==> src/sv/mscal_pkg.sv <==
// Shared types, constants and helper functions of the magnetometer scale calibrator.
`default_nettype none

package mscal_pkg;

  // Fixed-point formats.
  localparam int SCALE_FRAC_BITS = 14;
  localparam int SAMPLE_WIDTH    = 16;
  localparam int IN_SAMPLE_W     = 16;
  localparam int EXP_W           = 12;
  localparam int CNT_W           = 6;
  localparam int GAIN_W          = 16;
  localparam int GAIN_FRAC_BITS  = 15;
  localparam int FIELD_FRAC_BITS = 4;
  localparam int FIELD_W         = 21;

  // An accepted ratio stays below 1.35, so it needs SCALE_FRAC_BITS + 1 quotient bits;
  // the count is rounded up to an even number for the two-bit-a-cycle divider.
  localparam int QUOT_W     = 2 * ((SCALE_FRAC_BITS + 2) / 2);
  localparam int SCALE_W    = QUOT_W;
  localparam int SUM_W      = CNT_W + SCALE_W;
  localparam int DIVIDEND_W = EXP_W + SCALE_FRAC_BITS;
  localparam int DIV_BITS_PER_CYCLE = 2;
  localparam int DIV_STEPS  = QUOT_W / DIV_BITS_PER_CYCLE;

  localparam logic [SCALE_W-1:0] SCALE_ONE = SCALE_W'(1) << SCALE_FRAC_BITS;

  // Acceptance window 0.7 < e/a < 1.35 as integer cross products.
  localparam int CMP_W      = SAMPLE_WIDTH + 5;
  localparam int RATIO_LO_E = 10;
  localparam int RATIO_LO_A = 7;
  localparam int RATIO_HI_E = 20;
  localparam int RATIO_HI_A = 27;

  // Stream widths.
  localparam int S_TDATA_W  = 3 * IN_SAMPLE_W;
  localparam int S_TUSER_W  = 2;
  localparam int M_TDATA_W  = 8 * ((3 * FIELD_W + 7) / 8);
  localparam int M_TUSER_W  = 3;
  localparam int OUT_PAD_W  = M_TDATA_W - 3 * FIELD_W;

  // Register port.
  localparam int APB_AW    = 5;
  localparam int APB_DW    = 32;
  localparam int REG_IDX_W = APB_AW - 2;

  localparam logic [REG_IDX_W-1:0] REG_EXP_X    = REG_IDX_W'(0);
  localparam logic [REG_IDX_W-1:0] REG_EXP_YZ   = REG_IDX_W'(1);
  localparam logic [REG_IDX_W-1:0] REG_CAL_SMP  = REG_IDX_W'(2);
  localparam logic [REG_IDX_W-1:0] REG_MIN_GOOD = REG_IDX_W'(3);
  localparam logic [REG_IDX_W-1:0] REG_GAIN     = REG_IDX_W'(4);

  localparam logic [EXP_W-1:0]  EXP_X_RST    = EXP_W'(766);
  localparam logic [EXP_W-1:0]  EXP_YZ_RST   = EXP_W'(713);
  localparam logic [CNT_W-1:0]  CAL_SMP_RST  = CNT_W'(30);
  localparam logic [CNT_W-1:0]  MIN_GOOD_RST = CNT_W'(5);
  localparam logic [GAIN_W-1:0] GAIN_RST     = GAIN_W'(30063);

  typedef struct packed {
    logic [EXP_W-1:0]  exp_x;
    logic [EXP_W-1:0]  exp_yz;
    logic [CNT_W-1:0]  cal_samples;
    logic [CNT_W-1:0]  min_good;
    logic [GAIN_W-1:0] gain;
  } cfg_t;

  typedef enum logic [2:0] {
    ST_IDLE,
    ST_DECODE,
    ST_FINISH,
    ST_DIV_GO,
    ST_DIV_WAIT,
    ST_MUL_GO,
    ST_MUL_WAIT,
    ST_RESULT
  } state_e;

  // Magnitude of the low SAMPLE_WIDTH bits of a raw reading, taken as signed.
  function automatic logic [SAMPLE_WIDTH-1:0] sample_mag(input logic [IN_SAMPLE_W-1:0] s);
    logic [SAMPLE_WIDTH-1:0] v;
    v = s[SAMPLE_WIDTH-1:0];
    return v[SAMPLE_WIDTH-1] ? (~v + 1'b1) : v;
  endfunction

  // True when the reading is non-zero and e/a lies strictly inside the window.
  function automatic logic ratio_ok(input logic [EXP_W-1:0] e,
                                    input logic [SAMPLE_WIDTH-1:0] a);
    logic [CMP_W-1:0] ew;
    logic [CMP_W-1:0] aw;
    ew = CMP_W'(e);
    aw = CMP_W'(a);
    return (a != '0) &&
           (ew * CMP_W'(RATIO_LO_E) > aw * CMP_W'(RATIO_LO_A)) &&
           (ew * CMP_W'(RATIO_HI_E) < aw * CMP_W'(RATIO_HI_A));
  endfunction

endpackage

`default_nettype wire

==> src/sv/mscal_regs.sv <==
// Configuration register bank behind the APB-style port.
`default_nettype none

module mscal_regs (
  input  wire logic                           clk_i,
  input  wire logic                           rst_ni,
  input  wire logic                           psel,
  input  wire logic                           penable,
  input  wire logic                           pwrite,
  input  wire logic [mscal_pkg::APB_AW-1:0]   paddr,
  input  wire logic [mscal_pkg::APB_DW-1:0]   pwdata,
  output logic      [mscal_pkg::APB_DW-1:0]   prdata,
  output logic                                pready,
  output mscal_pkg::cfg_t                     cfg_o
);
  import mscal_pkg::*;

  cfg_t                 cfg_q;
  logic [REG_IDX_W-1:0] reg_idx;
  logic                 wr_en;

  assign pready  = 1'b1;
  assign reg_idx = paddr[APB_AW-1:2];
  assign wr_en   = psel && penable && pwrite;
  assign cfg_o   = cfg_q;

  // Register writes complete in the access cycle.
  always_ff @(posedge clk_i or negedge rst_ni) begin
    if (!rst_ni) begin
      cfg_q <= '{exp_x: EXP_X_RST, exp_yz: EXP_YZ_RST, cal_samples: CAL_SMP_RST,
                 min_good: MIN_GOOD_RST, gain: GAIN_RST};
    end else if (wr_en) begin
      case (reg_idx)
        REG_EXP_X:    cfg_q.exp_x       <= pwdata[EXP_W-1:0];
        REG_EXP_YZ:   cfg_q.exp_yz      <= pwdata[EXP_W-1:0];
        REG_CAL_SMP:  cfg_q.cal_samples <= pwdata[CNT_W-1:0];
        REG_MIN_GOOD: cfg_q.min_good    <= pwdata[CNT_W-1:0];
        REG_GAIN:     cfg_q.gain        <= pwdata[GAIN_W-1:0];
        default: ;
      endcase
    end
  end

  // Read-back mux.
  always_comb begin
    case (reg_idx)
      REG_EXP_X:    prdata = APB_DW'(cfg_q.exp_x);
      REG_EXP_YZ:   prdata = APB_DW'(cfg_q.exp_yz);
      REG_CAL_SMP:  prdata = APB_DW'(cfg_q.cal_samples);
      REG_MIN_GOOD: prdata = APB_DW'(cfg_q.min_good);
      REG_GAIN:     prdata = APB_DW'(cfg_q.gain);
      default:      prdata = '0;
    endcase
  end

endmodule

`default_nettype wire

==> src/sv/mscal_div.sv <==
// Shared restoring divider, two quotient bits per cycle.
`default_nettype none

module mscal_div (
  input  wire logic                              clk_i,
  input  wire logic                              rst_ni,
  input  wire logic                              start_i,
  input  wire logic [mscal_pkg::DIVIDEND_W-1:0]  dividend_i,
  input  wire logic [mscal_pkg::SAMPLE_WIDTH-1:0] divisor_i,
  output logic                                   done_o,
  output logic      [mscal_pkg::QUOT_W-1:0]      quot_o
);
  import mscal_pkg::*;

  localparam int REM_W    = SAMPLE_WIDTH + 1;
  localparam int CNT_BITS = $clog2(DIV_STEPS + 1);

  logic                    busy_q;
  logic                    done_q;
  logic [CNT_BITS-1:0]     cnt_q;
  logic [REM_W-1:0]        rem_q, rem_d;
  logic [QUOT_W-1:0]       quo_q, quo_d;
  logic [SAMPLE_WIDTH-1:0] divisor_q;

  assign done_o = done_q;
  assign quot_o = quo_q;

  // Two shift-and-subtract steps. The caller guarantees that the quotient fits
  // QUOT_W bits, so the dividend bits above it start out below the divisor.
  always_comb begin
    rem_d = rem_q;
    quo_d = quo_q;
    for (int k = 0; k < DIV_BITS_PER_CYCLE; k++) begin
      rem_d = {rem_d[REM_W-2:0], quo_d[QUOT_W-1]};
      quo_d = {quo_d[QUOT_W-2:0], 1'b0};
      if (rem_d >= {1'b0, divisor_q}) begin
        rem_d    = rem_d - {1'b0, divisor_q};
        quo_d[0] = 1'b1;
      end
    end
  end

  // Step counter and completion pulse.
  always_ff @(posedge clk_i or negedge rst_ni) begin
    if (!rst_ni) begin
      busy_q <= 1'b0;
      done_q <= 1'b0;
      cnt_q  <= '0;
    end else begin
      done_q <= busy_q && (cnt_q == CNT_BITS'(1));
      if (start_i) begin
        busy_q <= 1'b1;
        cnt_q  <= CNT_BITS'(DIV_STEPS);
      end else if (busy_q) begin
        cnt_q <= cnt_q - 1'b1;
        if (cnt_q == CNT_BITS'(1)) begin
          busy_q <= 1'b0;
        end
      end
    end
  end

  // Partial remainder and quotient shift register.
  always_ff @(posedge clk_i) begin
    if (start_i) begin
      rem_q     <= REM_W'(dividend_i[DIVIDEND_W-1:QUOT_W]);
      quo_q     <= dividend_i[QUOT_W-1:0];
      divisor_q <= divisor_i;
    end else if (busy_q) begin
      rem_q <= rem_d;
      quo_q <= quo_d;
    end
  end

`ifndef SYNTHESIS
  a_no_restart : assert property (@(posedge clk_i) disable iff (!rst_ni)
    start_i |-> !busy_q) else $error("divider restarted while busy");
  a_done_after_busy : assert property (@(posedge clk_i) disable iff (!rst_ni)
    done_q |-> $past(busy_q)) else $error("divider done without a run");
  a_busy_count : assert property (@(posedge clk_i) disable iff (!rst_ni)
    busy_q |-> (cnt_q != '0)) else $error("divider busy with empty step count");
`endif

endmodule

`default_nettype wire

==> src/sv/mscal_mul.sv <==
// Shared multiplier for field scaling: magnitude times scale, times gain, then round and clip.
`default_nettype none

module mscal_mul (
  input  wire logic                               clk_i,
  input  wire logic                               rst_ni,
  input  wire logic                               start_i,
  input  wire logic [mscal_pkg::SAMPLE_WIDTH-1:0] mag_i,
  input  wire logic                               neg_i,
  input  wire logic [mscal_pkg::SCALE_W-1:0]      scale_i,
  input  wire logic [mscal_pkg::GAIN_W-1:0]       gain_i,
  output logic                                    done_o,
  output logic      [mscal_pkg::FIELD_W-1:0]      field_o
);
  import mscal_pkg::*;

  localparam int PROD1_W = SAMPLE_WIDTH + SCALE_W;
  localparam int MULB_W  = (SCALE_W > GAIN_W) ? SCALE_W : GAIN_W;
  localparam int PROD_W  = PROD1_W + GAIN_W;
  localparam int RND_SH  = SCALE_FRAC_BITS + GAIN_FRAC_BITS - FIELD_FRAC_BITS;
  localparam logic [PROD_W:0] RND_HALF = (PROD_W + 1)'(1) << (RND_SH - 1);
  localparam logic [PROD_W:0] POS_LIM  = (PROD_W + 1)'((1 << (FIELD_W - 1)) - 1);
  localparam logic [PROD_W:0] NEG_LIM  = (PROD_W + 1)'(1 << (FIELD_W - 1));

  logic                      st1_q, st2_q, done_q;
  logic                      neg_q;
  logic [PROD_W-1:0]         prod_q;
  logic [FIELD_W-1:0]        field_q, field_d;
  logic [PROD1_W-1:0]        op_a;
  logic [MULB_W-1:0]         op_b;
  logic [PROD1_W+MULB_W-1:0] mul_res;
  logic [PROD_W:0]           rnd;
  logic [PROD_W:0]           mag_q;

  assign done_o  = done_q;
  assign field_o = field_q;

  // One multiplier, used first for the scale and then for the gain.
  always_comb begin
    op_a    = st1_q ? prod_q[PROD1_W-1:0] : PROD1_W'(mag_i);
    op_b    = st1_q ? MULB_W'(gain_i) : MULB_W'(scale_i);
    mul_res = op_a * op_b;
  end

  // Round half away from zero on the magnitude, then clip to the signed field range.
  always_comb begin
    rnd   = {1'b0, prod_q} + RND_HALF;
    mag_q = rnd >> RND_SH;
    if (neg_q) begin
      field_d = (mag_q > NEG_LIM) ? {1'b1, {(FIELD_W - 1){1'b0}}}
                                  : {FIELD_W{1'b0}} - mag_q[FIELD_W-1:0];
    end else begin
      field_d = (mag_q > POS_LIM) ? {1'b0, {(FIELD_W - 1){1'b1}}}
                                  : mag_q[FIELD_W-1:0];
    end
  end

  // Stage sequencing.
  always_ff @(posedge clk_i or negedge rst_ni) begin
    if (!rst_ni) begin
      st1_q  <= 1'b0;
      st2_q  <= 1'b0;
      done_q <= 1'b0;
    end else begin
      st1_q  <= start_i;
      st2_q  <= st1_q;
      done_q <= st2_q;
    end
  end

  // Product and result registers.
  always_ff @(posedge clk_i) begin
    if (start_i || st1_q) begin
      prod_q <= mul_res[PROD_W-1:0];
    end
    if (start_i) begin
      neg_q <= neg_i;
    end
    if (st2_q) begin
      field_q <= field_d;
    end
  end

endmodule

`default_nettype wire

==> src/sv/magnetometer_scale_calibrator_unit.sv <==
// Top level of the magnetometer scale calibrator: stream ports, sequencer and calibration state.
// Work per item: a start item and a rejected calibration report run no ratio division; an
// accepted one runs three ratio divisions on the shared divider, and a report that closes
// a run also has the three averages divided out when enough good reports were taken.
// A good report outside calibration takes three passes of the shared multiplier.
// One item is in work at a time; the next is taken once the result sits in the output register.
// Reset is asynchronous and active low; it restores register defaults and unity scales.
`default_nettype none

module magnetometer_scale_calibrator_unit (
  input  wire logic                            clk_i,
  input  wire logic                            rst_ni,
  // Input beat.
  input  wire logic                            s_tvalid,
  output logic                                 s_tready,
  input  wire logic [mscal_pkg::S_TDATA_W-1:0] s_tdata,  // sample_x, sample_y, sample_z
  input  wire logic [mscal_pkg::S_TUSER_W-1:0] s_tuser,  // kind, read_ok
  // Output beat.
  output logic                                 m_tvalid,
  input  wire logic                            m_tready,
  output logic      [mscal_pkg::M_TDATA_W-1:0] m_tdata,  // field_x, field_y, field_z, zero pad
  output logic      [mscal_pkg::M_TUSER_W-1:0] m_tuser,  // calibrating, field_valid,
                                                          // used_unity_scale
  // Configuration port.
  input  wire logic                            psel,
  input  wire logic                            penable,
  input  wire logic                            pwrite,
  input  wire logic [mscal_pkg::APB_AW-1:0]    paddr,
  input  wire logic [mscal_pkg::APB_DW-1:0]    pwdata,
  output logic      [mscal_pkg::APB_DW-1:0]    prdata,
  output logic                                 pready
);
  import mscal_pkg::*;

  localparam logic [1:0] AXIS_X    = 2'd0;
  localparam logic [1:0] AXIS_LAST = 2'd2;

  cfg_t   cfg;
  state_e state_q, state_d;

  // Sequencer controls.
  logic s_accept, div_start, mul_start, out_load;
  logic all_ok, avg_ok, last_axis, run_ends;

  // Item registers.
  logic                    kind_q, ok_q;
  logic [SAMPLE_WIDTH-1:0] mag_q [3];
  logic                    neg_q [3];

  // Calibration state.
  logic [CNT_W-1:0]   samples_left_q, good_q;
  logic [SUM_W-1:0]   sum_q   [3];
  logic [SCALE_W-1:0] scale_q [3];
  logic               unity_q;
  logic [1:0]         axis_q;
  logic               div_avg_q;
  logic               valid_q;
  logic [FIELD_W-1:0] field_q [3];

  // Output register.
  logic                 m_tvalid_q;
  logic [M_TDATA_W-1:0] m_tdata_q;
  logic [M_TUSER_W-1:0] m_tuser_q;

  // Shared units.
  logic [DIVIDEND_W-1:0]   div_dividend;
  logic [SAMPLE_WIDTH-1:0] div_divisor;
  logic [EXP_W-1:0]        exp_sel;
  logic                    div_done, mul_done;
  logic [QUOT_W-1:0]       div_quot;
  logic [FIELD_W-1:0]      mul_field;

  mscal_regs u_regs (
    .clk_i   (clk_i),
    .rst_ni  (rst_ni),
    .psel    (psel),
    .penable (penable),
    .pwrite  (pwrite),
    .paddr   (paddr),
    .pwdata  (pwdata),
    .prdata  (prdata),
    .pready  (pready),
    .cfg_o   (cfg)
  );

  // Divider operands: a ratio e << F / |r|, or an average sum / good count.
  always_comb begin
    exp_sel      = (axis_q == AXIS_X) ? cfg.exp_x : cfg.exp_yz;
    div_dividend = div_avg_q ? DIVIDEND_W'(sum_q[axis_q])
                             : {exp_sel, {SCALE_FRAC_BITS{1'b0}}};
    div_divisor  = div_avg_q ? SAMPLE_WIDTH'(good_q) : mag_q[axis_q];
  end

  mscal_div u_div (
    .clk_i      (clk_i),
    .rst_ni     (rst_ni),
    .start_i    (div_start),
    .dividend_i (div_dividend),
    .divisor_i  (div_divisor),
    .done_o     (div_done),
    .quot_o     (div_quot)
  );

  mscal_mul u_mul (
    .clk_i   (clk_i),
    .rst_ni  (rst_ni),
    .start_i (mul_start),
    .mag_i   (mag_q[axis_q]),
    .neg_i   (neg_q[axis_q]),
    .scale_i (scale_q[axis_q]),
    .gain_i  (cfg.gain),
    .done_o  (mul_done),
    .field_o (mul_field)
  );

  // Decision terms.
  assign all_ok = ratio_ok(cfg.exp_x, mag_q[0]) && ratio_ok(cfg.exp_yz, mag_q[1]) &&
                  ratio_ok(cfg.exp_yz, mag_q[2]);
  assign avg_ok    = (good_q != '0) && (good_q >= cfg.min_good);
  assign last_axis = (axis_q == AXIS_LAST);
  assign run_ends  = (samples_left_q == CNT_W'(1));

  // Next state.
  always_comb begin
    state_d = state_q;
    case (state_q)
      ST_IDLE: begin
        if (s_accept) state_d = ST_DECODE;
      end
      ST_DECODE: begin
        if (!kind_q) begin
          state_d = (cfg.cal_samples == '0) ? ST_FINISH : ST_RESULT;
        end else if (samples_left_q != '0) begin
          if (ok_q && all_ok) state_d = ST_DIV_GO;
          else                state_d = run_ends ? ST_FINISH : ST_RESULT;
        end else begin
          state_d = ok_q ? ST_MUL_GO : ST_RESULT;
        end
      end
      ST_FINISH:   state_d = avg_ok ? ST_DIV_GO : ST_RESULT;
      ST_DIV_GO:   state_d = ST_DIV_WAIT;
      ST_DIV_WAIT: begin
        if (div_done) begin
          if (!last_axis)     state_d = ST_DIV_GO;
          else if (div_avg_q) state_d = ST_RESULT;
          else                state_d = run_ends ? ST_FINISH : ST_RESULT;
        end
      end
      ST_MUL_GO:   state_d = ST_MUL_WAIT;
      ST_MUL_WAIT: begin
        if (mul_done) state_d = last_axis ? ST_RESULT : ST_MUL_GO;
      end
      ST_RESULT: begin
        if (out_load) state_d = ST_IDLE;
      end
      default: state_d = ST_IDLE;
    endcase
  end

  // Sequencer outputs.
  always_comb begin
    s_tready  = (state_q == ST_IDLE);
    div_start = (state_q == ST_DIV_GO);
    mul_start = (state_q == ST_MUL_GO);
    out_load  = (state_q == ST_RESULT) && (!m_tvalid_q || m_tready);
  end

  assign s_accept = s_tvalid && s_tready;

  always_ff @(posedge clk_i or negedge rst_ni) begin
    if (!rst_ni) begin
      state_q <= ST_IDLE;
    end else begin
      state_q <= state_d;
    end
  end

  // Calibration state updates.
  always_ff @(posedge clk_i or negedge rst_ni) begin
    if (!rst_ni) begin
      samples_left_q <= '0;
      good_q         <= '0;
      unity_q        <= 1'b1;
      axis_q         <= AXIS_X;
      div_avg_q      <= 1'b0;
      valid_q        <= 1'b0;
      for (int i = 0; i < 3; i++) begin
        sum_q[i]   <= '0;
        scale_q[i] <= SCALE_ONE;
      end
    end else begin
      case (state_q)
        ST_DECODE: begin
          axis_q    <= AXIS_X;
          div_avg_q <= 1'b0;
          valid_q   <= 1'b0;
          if (!kind_q) begin
            samples_left_q <= cfg.cal_samples;
            good_q         <= '0;
            for (int i = 0; i < 3; i++) begin
              sum_q[i] <= '0;
            end
          end else if (samples_left_q != '0) begin
            if (!(ok_q && all_ok)) samples_left_q <= samples_left_q - 1'b1;
          end else begin
            valid_q <= ok_q;
          end
        end
        ST_FINISH: begin
          axis_q <= AXIS_X;
          if (avg_ok) begin
            div_avg_q <= 1'b1;
          end else begin
            unity_q <= 1'b1;
            for (int i = 0; i < 3; i++) begin
              scale_q[i] <= SCALE_ONE;
            end
          end
        end
        ST_DIV_WAIT: begin
          if (div_done) begin
            axis_q <= axis_q + 1'b1;
            if (div_avg_q) begin
              scale_q[axis_q] <= div_quot;
              if (last_axis) unity_q <= 1'b0;
            end else begin
              sum_q[axis_q] <= sum_q[axis_q] + SUM_W'(div_quot);
              if (last_axis) begin
                if (good_q != '1) good_q <= good_q + 1'b1;
                samples_left_q <= samples_left_q - 1'b1;
              end
            end
          end
        end
        ST_MUL_WAIT: begin
          if (mul_done) axis_q <= axis_q + 1'b1;
        end
        default: ;
      endcase
    end
  end

  // Item capture and scaled fields.
  always_ff @(posedge clk_i) begin
    if (s_accept) begin
      kind_q <= s_tuser[0];
      ok_q   <= s_tuser[1];
      for (int i = 0; i < 3; i++) begin
        mag_q[i] <= sample_mag(s_tdata[i*IN_SAMPLE_W +: IN_SAMPLE_W]);
        neg_q[i] <= s_tdata[i*IN_SAMPLE_W + SAMPLE_WIDTH - 1];
      end
    end
    if (state_q == ST_DECODE) begin
      for (int i = 0; i < 3; i++) begin
        field_q[i] <= '0;
      end
    end else if ((state_q == ST_MUL_WAIT) && mul_done) begin
      field_q[axis_q] <= mul_field;
    end
  end

  // Output register: holds one result beat while the next item is taken.
  always_ff @(posedge clk_i or negedge rst_ni) begin
    if (!rst_ni) begin
      m_tvalid_q <= 1'b0;
    end else if (out_load) begin
      m_tvalid_q <= 1'b1;
    end else if (m_tready) begin
      m_tvalid_q <= 1'b0;
    end
  end

  always_ff @(posedge clk_i) begin
    if (out_load) begin
      m_tdata_q <= {{OUT_PAD_W{1'b0}}, field_q[2], field_q[1], field_q[0]};
      m_tuser_q <= {unity_q, valid_q, (samples_left_q != '0)};
    end
  end

  assign m_tvalid = m_tvalid_q;
  assign m_tdata  = m_tdata_q;
  assign m_tuser  = m_tuser_q;

`ifndef SYNTHESIS
  a_invalid_fields_zero : assert property (@(posedge clk_i) disable iff (!rst_ni)
    ((state_q == ST_RESULT) && !valid_q) |->
      ((field_q[0] == '0) && (field_q[1] == '0) && (field_q[2] == '0)))
    else $error("fields not cleared for a result without a good report");
  a_unity_scales : assert property (@(posedge clk_i) disable iff (!rst_ni)
    ((state_q == ST_IDLE) && unity_q) |->
      ((scale_q[0] == SCALE_ONE) && (scale_q[1] == SCALE_ONE) && (scale_q[2] == SCALE_ONE)))
    else $error("unity flag set with a non-unity scale");
  a_mul_done_in_wait : assert property (@(posedge clk_i) disable iff (!rst_ni)
    mul_done |-> (state_q == ST_MUL_WAIT))
    else $error("multiplier result outside its wait state");
`endif

endmodule

`default_nettype wire
==> config.mk <==
export PLATFORM = sky130hd
export DESIGN_NAME = magnetometer_scale_calibrator_unit
export DESIGN_NICKNAME = d
export VERILOG_FILES = /design/src/sv/mscal_pkg.sv /design/src/sv/mscal_regs.sv /design/src/sv/mscal_div.sv /design/src/sv/mscal_mul.sv /design/src/sv/magnetometer_scale_calibrator_unit.sv
export SDC_FILE = /design/constraint.sdc
export NUM_CORES = 2
export LEC_CHECK = 0
export BUFFER_PORTS_ARGS = -buffer_cell sky130_fd_sc_hd__buf_4
export CAP_MARGIN = 20
export CORE_UTILIZATION = 60
export DETAILED_ROUTE_END_ITERATION = 8
export GPL_TIMING_DRIVEN = 0
export MAX_ROUTING_LAYER = met4
export PLACE_DENSITY = 0.78
export SYNTH_ARGS = -nofsm -noshare
export SYNTH_HDL_FRONTEND = slang
export SYNTH_SLANG_ARGS = --single-unit
==> constraint.sdc <==
create_clock -name clk_i -period 10.48 [get_ports clk_i]
set_input_delay 1.572 -clock clk_i [delete_from_list [all_inputs] [get_ports clk_i]]
set_output_delay 1.572 -clock clk_i [all_outputs]
set_load 0.01 [all_outputs]
==> out/summary.txt <==
Num CTS Buffers: 56
Post-Syn Instances: 5613
antenna-violating nets left: 0
worst hold path type: register to register
Die X: 298.8 µm
RSZ-0062 raised after global routing: false
FMAX: 0.09813 GHz
Worst Setup End Kind: register
worst slew margin relative to its limit: 30.63%
# H-tree levels: 2
# setup viols final: 0
max_cap viols: 0
final core occ: 66.53%
Clock Pin Slew Worst Setup and Hold Paths: 60 ps
nets: 7008
most frequent cells in the layout: inv_1, nand2_1, fa_1
post-DP HPWL: 123700 µm
Top cell by count, worst path: fa_1
top sig layer: met4
layout cells sized above 1: 7.847%
endpoints failing hold: 0
LEAKAGE: 0.02700 µW
metal3 WL: 14720 µm
Initial Util: 60.72%
largest net degree at the start of global routing: 125
CTS Sinks: 496
Boundary Pins: 196
CTS Buffer Depth: 3
# rows: 108
final worst slack: 289.2 ps
status: completed
critical path's largest stage delay: 710 ps
die area: 89260 µm²
Slowest cell on crit path: o311ai_2
CTS tree: built
worst vdd ir: 131.9 µV
Clock Skews: 55.54 ps
area leader, netlist: fa_1
EDFF count, synth: 294
Hold-fix buffers, CTS: 0
fin crit period: 10190 ps
final WL: 153000 µm
most common cell after layout, fill and taps aside: inv_1
Ys Warns: 0
Critical Path RT: 10910 ps
R2R Setup Slk: 290 ps
DR vias: 42480
CTS root buffer: clkbuf_16
gr usage total: 35.89%
floorplan die height: 298.8 µm
1st-iter DRT viols: 4126
Async SR Flop Fraction: 39.52%
predominant post-synthesis flop cell: edfxtp_1
vias in the first global route: 42640
CP Launch Type: register
Worst-Margin Slew: 1041 ps
Post-route DRC: 0
initial antenna violation count: 3
Skew-Pair Late Insertion Delay: 680 ps
FF+latch count, synth: 496
sequential share of the synthesized area: 26.30%
RD Place Congestion: 0.9911
power density over the cells: 88.69 nW/µm²
fin crit share: 97.24%
ranking of synthesized cells by area: fa_1, edfxtp_1, ha_1, dfrtp_1, inv_1
area grow syn2layout: 9.573%
dpl ws: -1966 ps
WL met1: 61650 µm
crit path kind: register to register
vias per cell: 6.017
routed len/inst: 21.68 µm
crit path DAT: 10620 ps
Pre-antenna DRT Iters: 6
post-synth cell types: 93
Crit Path Max Fanout: 10
Cell Area, Synth: 52840 µm²
DR WL met2: 70960 µm
GRT overflow: 0
syn avg cell area: 9.414 µm²
IO buf count: 158
first-pass GRT wire length: 240400 µm
core area: 87020 µm²
fin. max-slew vios: 0
top-area cell type share of the netlist area: 20.69%
[cells in the mapped netlist (all sizes together) (9+ instances only)]
cell type / instances
a211oi: 33
a21boi: 13
a21o: 96
a21oi: 254
a221oi: 9
a22o: 50
a311oi: 11
a31oi: 17
and2: 56
and3: 146
buf: 34
clkbuf: 195
dfrtp: 162
dfstp: 34
edfxtp: 294
fa: 546
ha: 515
inv: 820
mux2: 63
mux2i: 104
nand2: 685
nand2b: 68
nand3: 138
nand4: 43
nor2: 307
nor2b: 50
nor3: 66
nor3b: 9
nor4: 21
o211ai: 13
o21a: 38
o21ai: 263
o21bai: 27
o22ai: 10
o31ai: 31
or2: 16
or3: 19
or4: 15
xnor2: 153
xor2: 82
[through the flow]
stage          cell area [µm²]  TNS (ps)  std cells  total power (µW)  hold slack, ps
4_1_cts                  57770         0       7052              5132           400.0
6_report                 57900         0       7059              5135           399.1
3_3_place_gp             55530    -18930       6942              3010           363.5
3_5_place_dp             55680    -19950       6948              3044           386.2
2_1_floorplan            52900         0       5629              2725           351.9
5_1_grt                  57900         0       7058              5315           406.4
[path summary, 6_finish.rpt]
kind                              from                to  cells after the start
max in group asynchronous       rst_ni  u_regs.cfg_o[15]                      2
hold reg to reg            u_mul.st1_q       u_mul.st2_q                      0
min in group asynchronous       rst_ni    u_div.cnt_q[2]                      1
hold / removal             u_mul.st1_q       u_mul.st2_q                      0
setup / recovery             axis_q[1]  u_mul.prod_q[47]                     29
setup reg to reg             axis_q[1]  u_mul.prod_q[47]                     29
[cell type report]
class	count	area, µm²
antenna	4	10.01
buffer	227	949.7
clock buffer	68	1526
clock inverter	37	456.7
fill	7056	29130
inverter	822	3089
multi-input combinational	4082	35180
sequential	496	13900
tap	1155	1445
timing repair buffer	168	1346
[power breakdown]
part	internal [µW]	total [µW]	switching, µW	leakage (µW)
clock	1220	2100	874	0.000970
combinational	329	842	513	0.0212
sequential	2120	2200	78.5	0.00483
total	3670	5130	1470	0.0270
[timing repair]
item,4_1_cts,5_1_grt
gates resized for setup,33,51
buffers inserted,0,1
endpoints found under the setup margin,21,5
[critical path, delay by kind of cell (launching register included)]
family,cells,cell delay (ps)
and+or+nand+nor,6,1100
AOI/OAI and AO/OA,9,3320
adders and majority gates,7,3200
DFF,1,360
buffers and inverters,7,1950
[registers in the layout (all words and copies together) (netlist names), 2 cells and up]
register,cells
sum_q,66
field_q,63
m_tdata,63
u_regs.cfg_o,52
mag_q,48
scale_q,48
u_mul.prod_q,48
u_mul.field_o,21
u_div.divisor_q,16
u_div.quot_o,16
u_div.rem_q,16
good_q,6
samples_left_q,6
u_div.cnt_q,4
m_tuser,3
neg_q,3
state_q,3
axis_q,2
[metal layers]
metal / global-route usage, % / vias to the layer above
met2: 55.97 / 1860
met3: 6.543 / 349
met5: - / -
met1: 47.30 / 21030
li1: - / 19230
met4: 12.35 / 0
[kinds of logic (layout without fill, tap and decap cells)]
| group | count (synthesis) | after routing | synth area share (%) |
|---|---|---|---|
| other | 2 | 22 | 0.01421 |
| multiplexers | 167 | 167 | 3.313 |
| XOR/XNOR | 235 | 235 | 3.895 |
| buffers and inverters | 1051 | 1322 | 7.594 |
| AND/OR/NAND/NOR | 1666 | 1666 | 14.77 |
| AO/OA/AOI/OAI | 935 | 935 | 11.23 |
| flip-flops | 496 | 496 | 26.30 |
| adder cells (fa/ha/maj) | 1061 | 1061 | 32.88 |
Power figures use the tool's default switching activity.
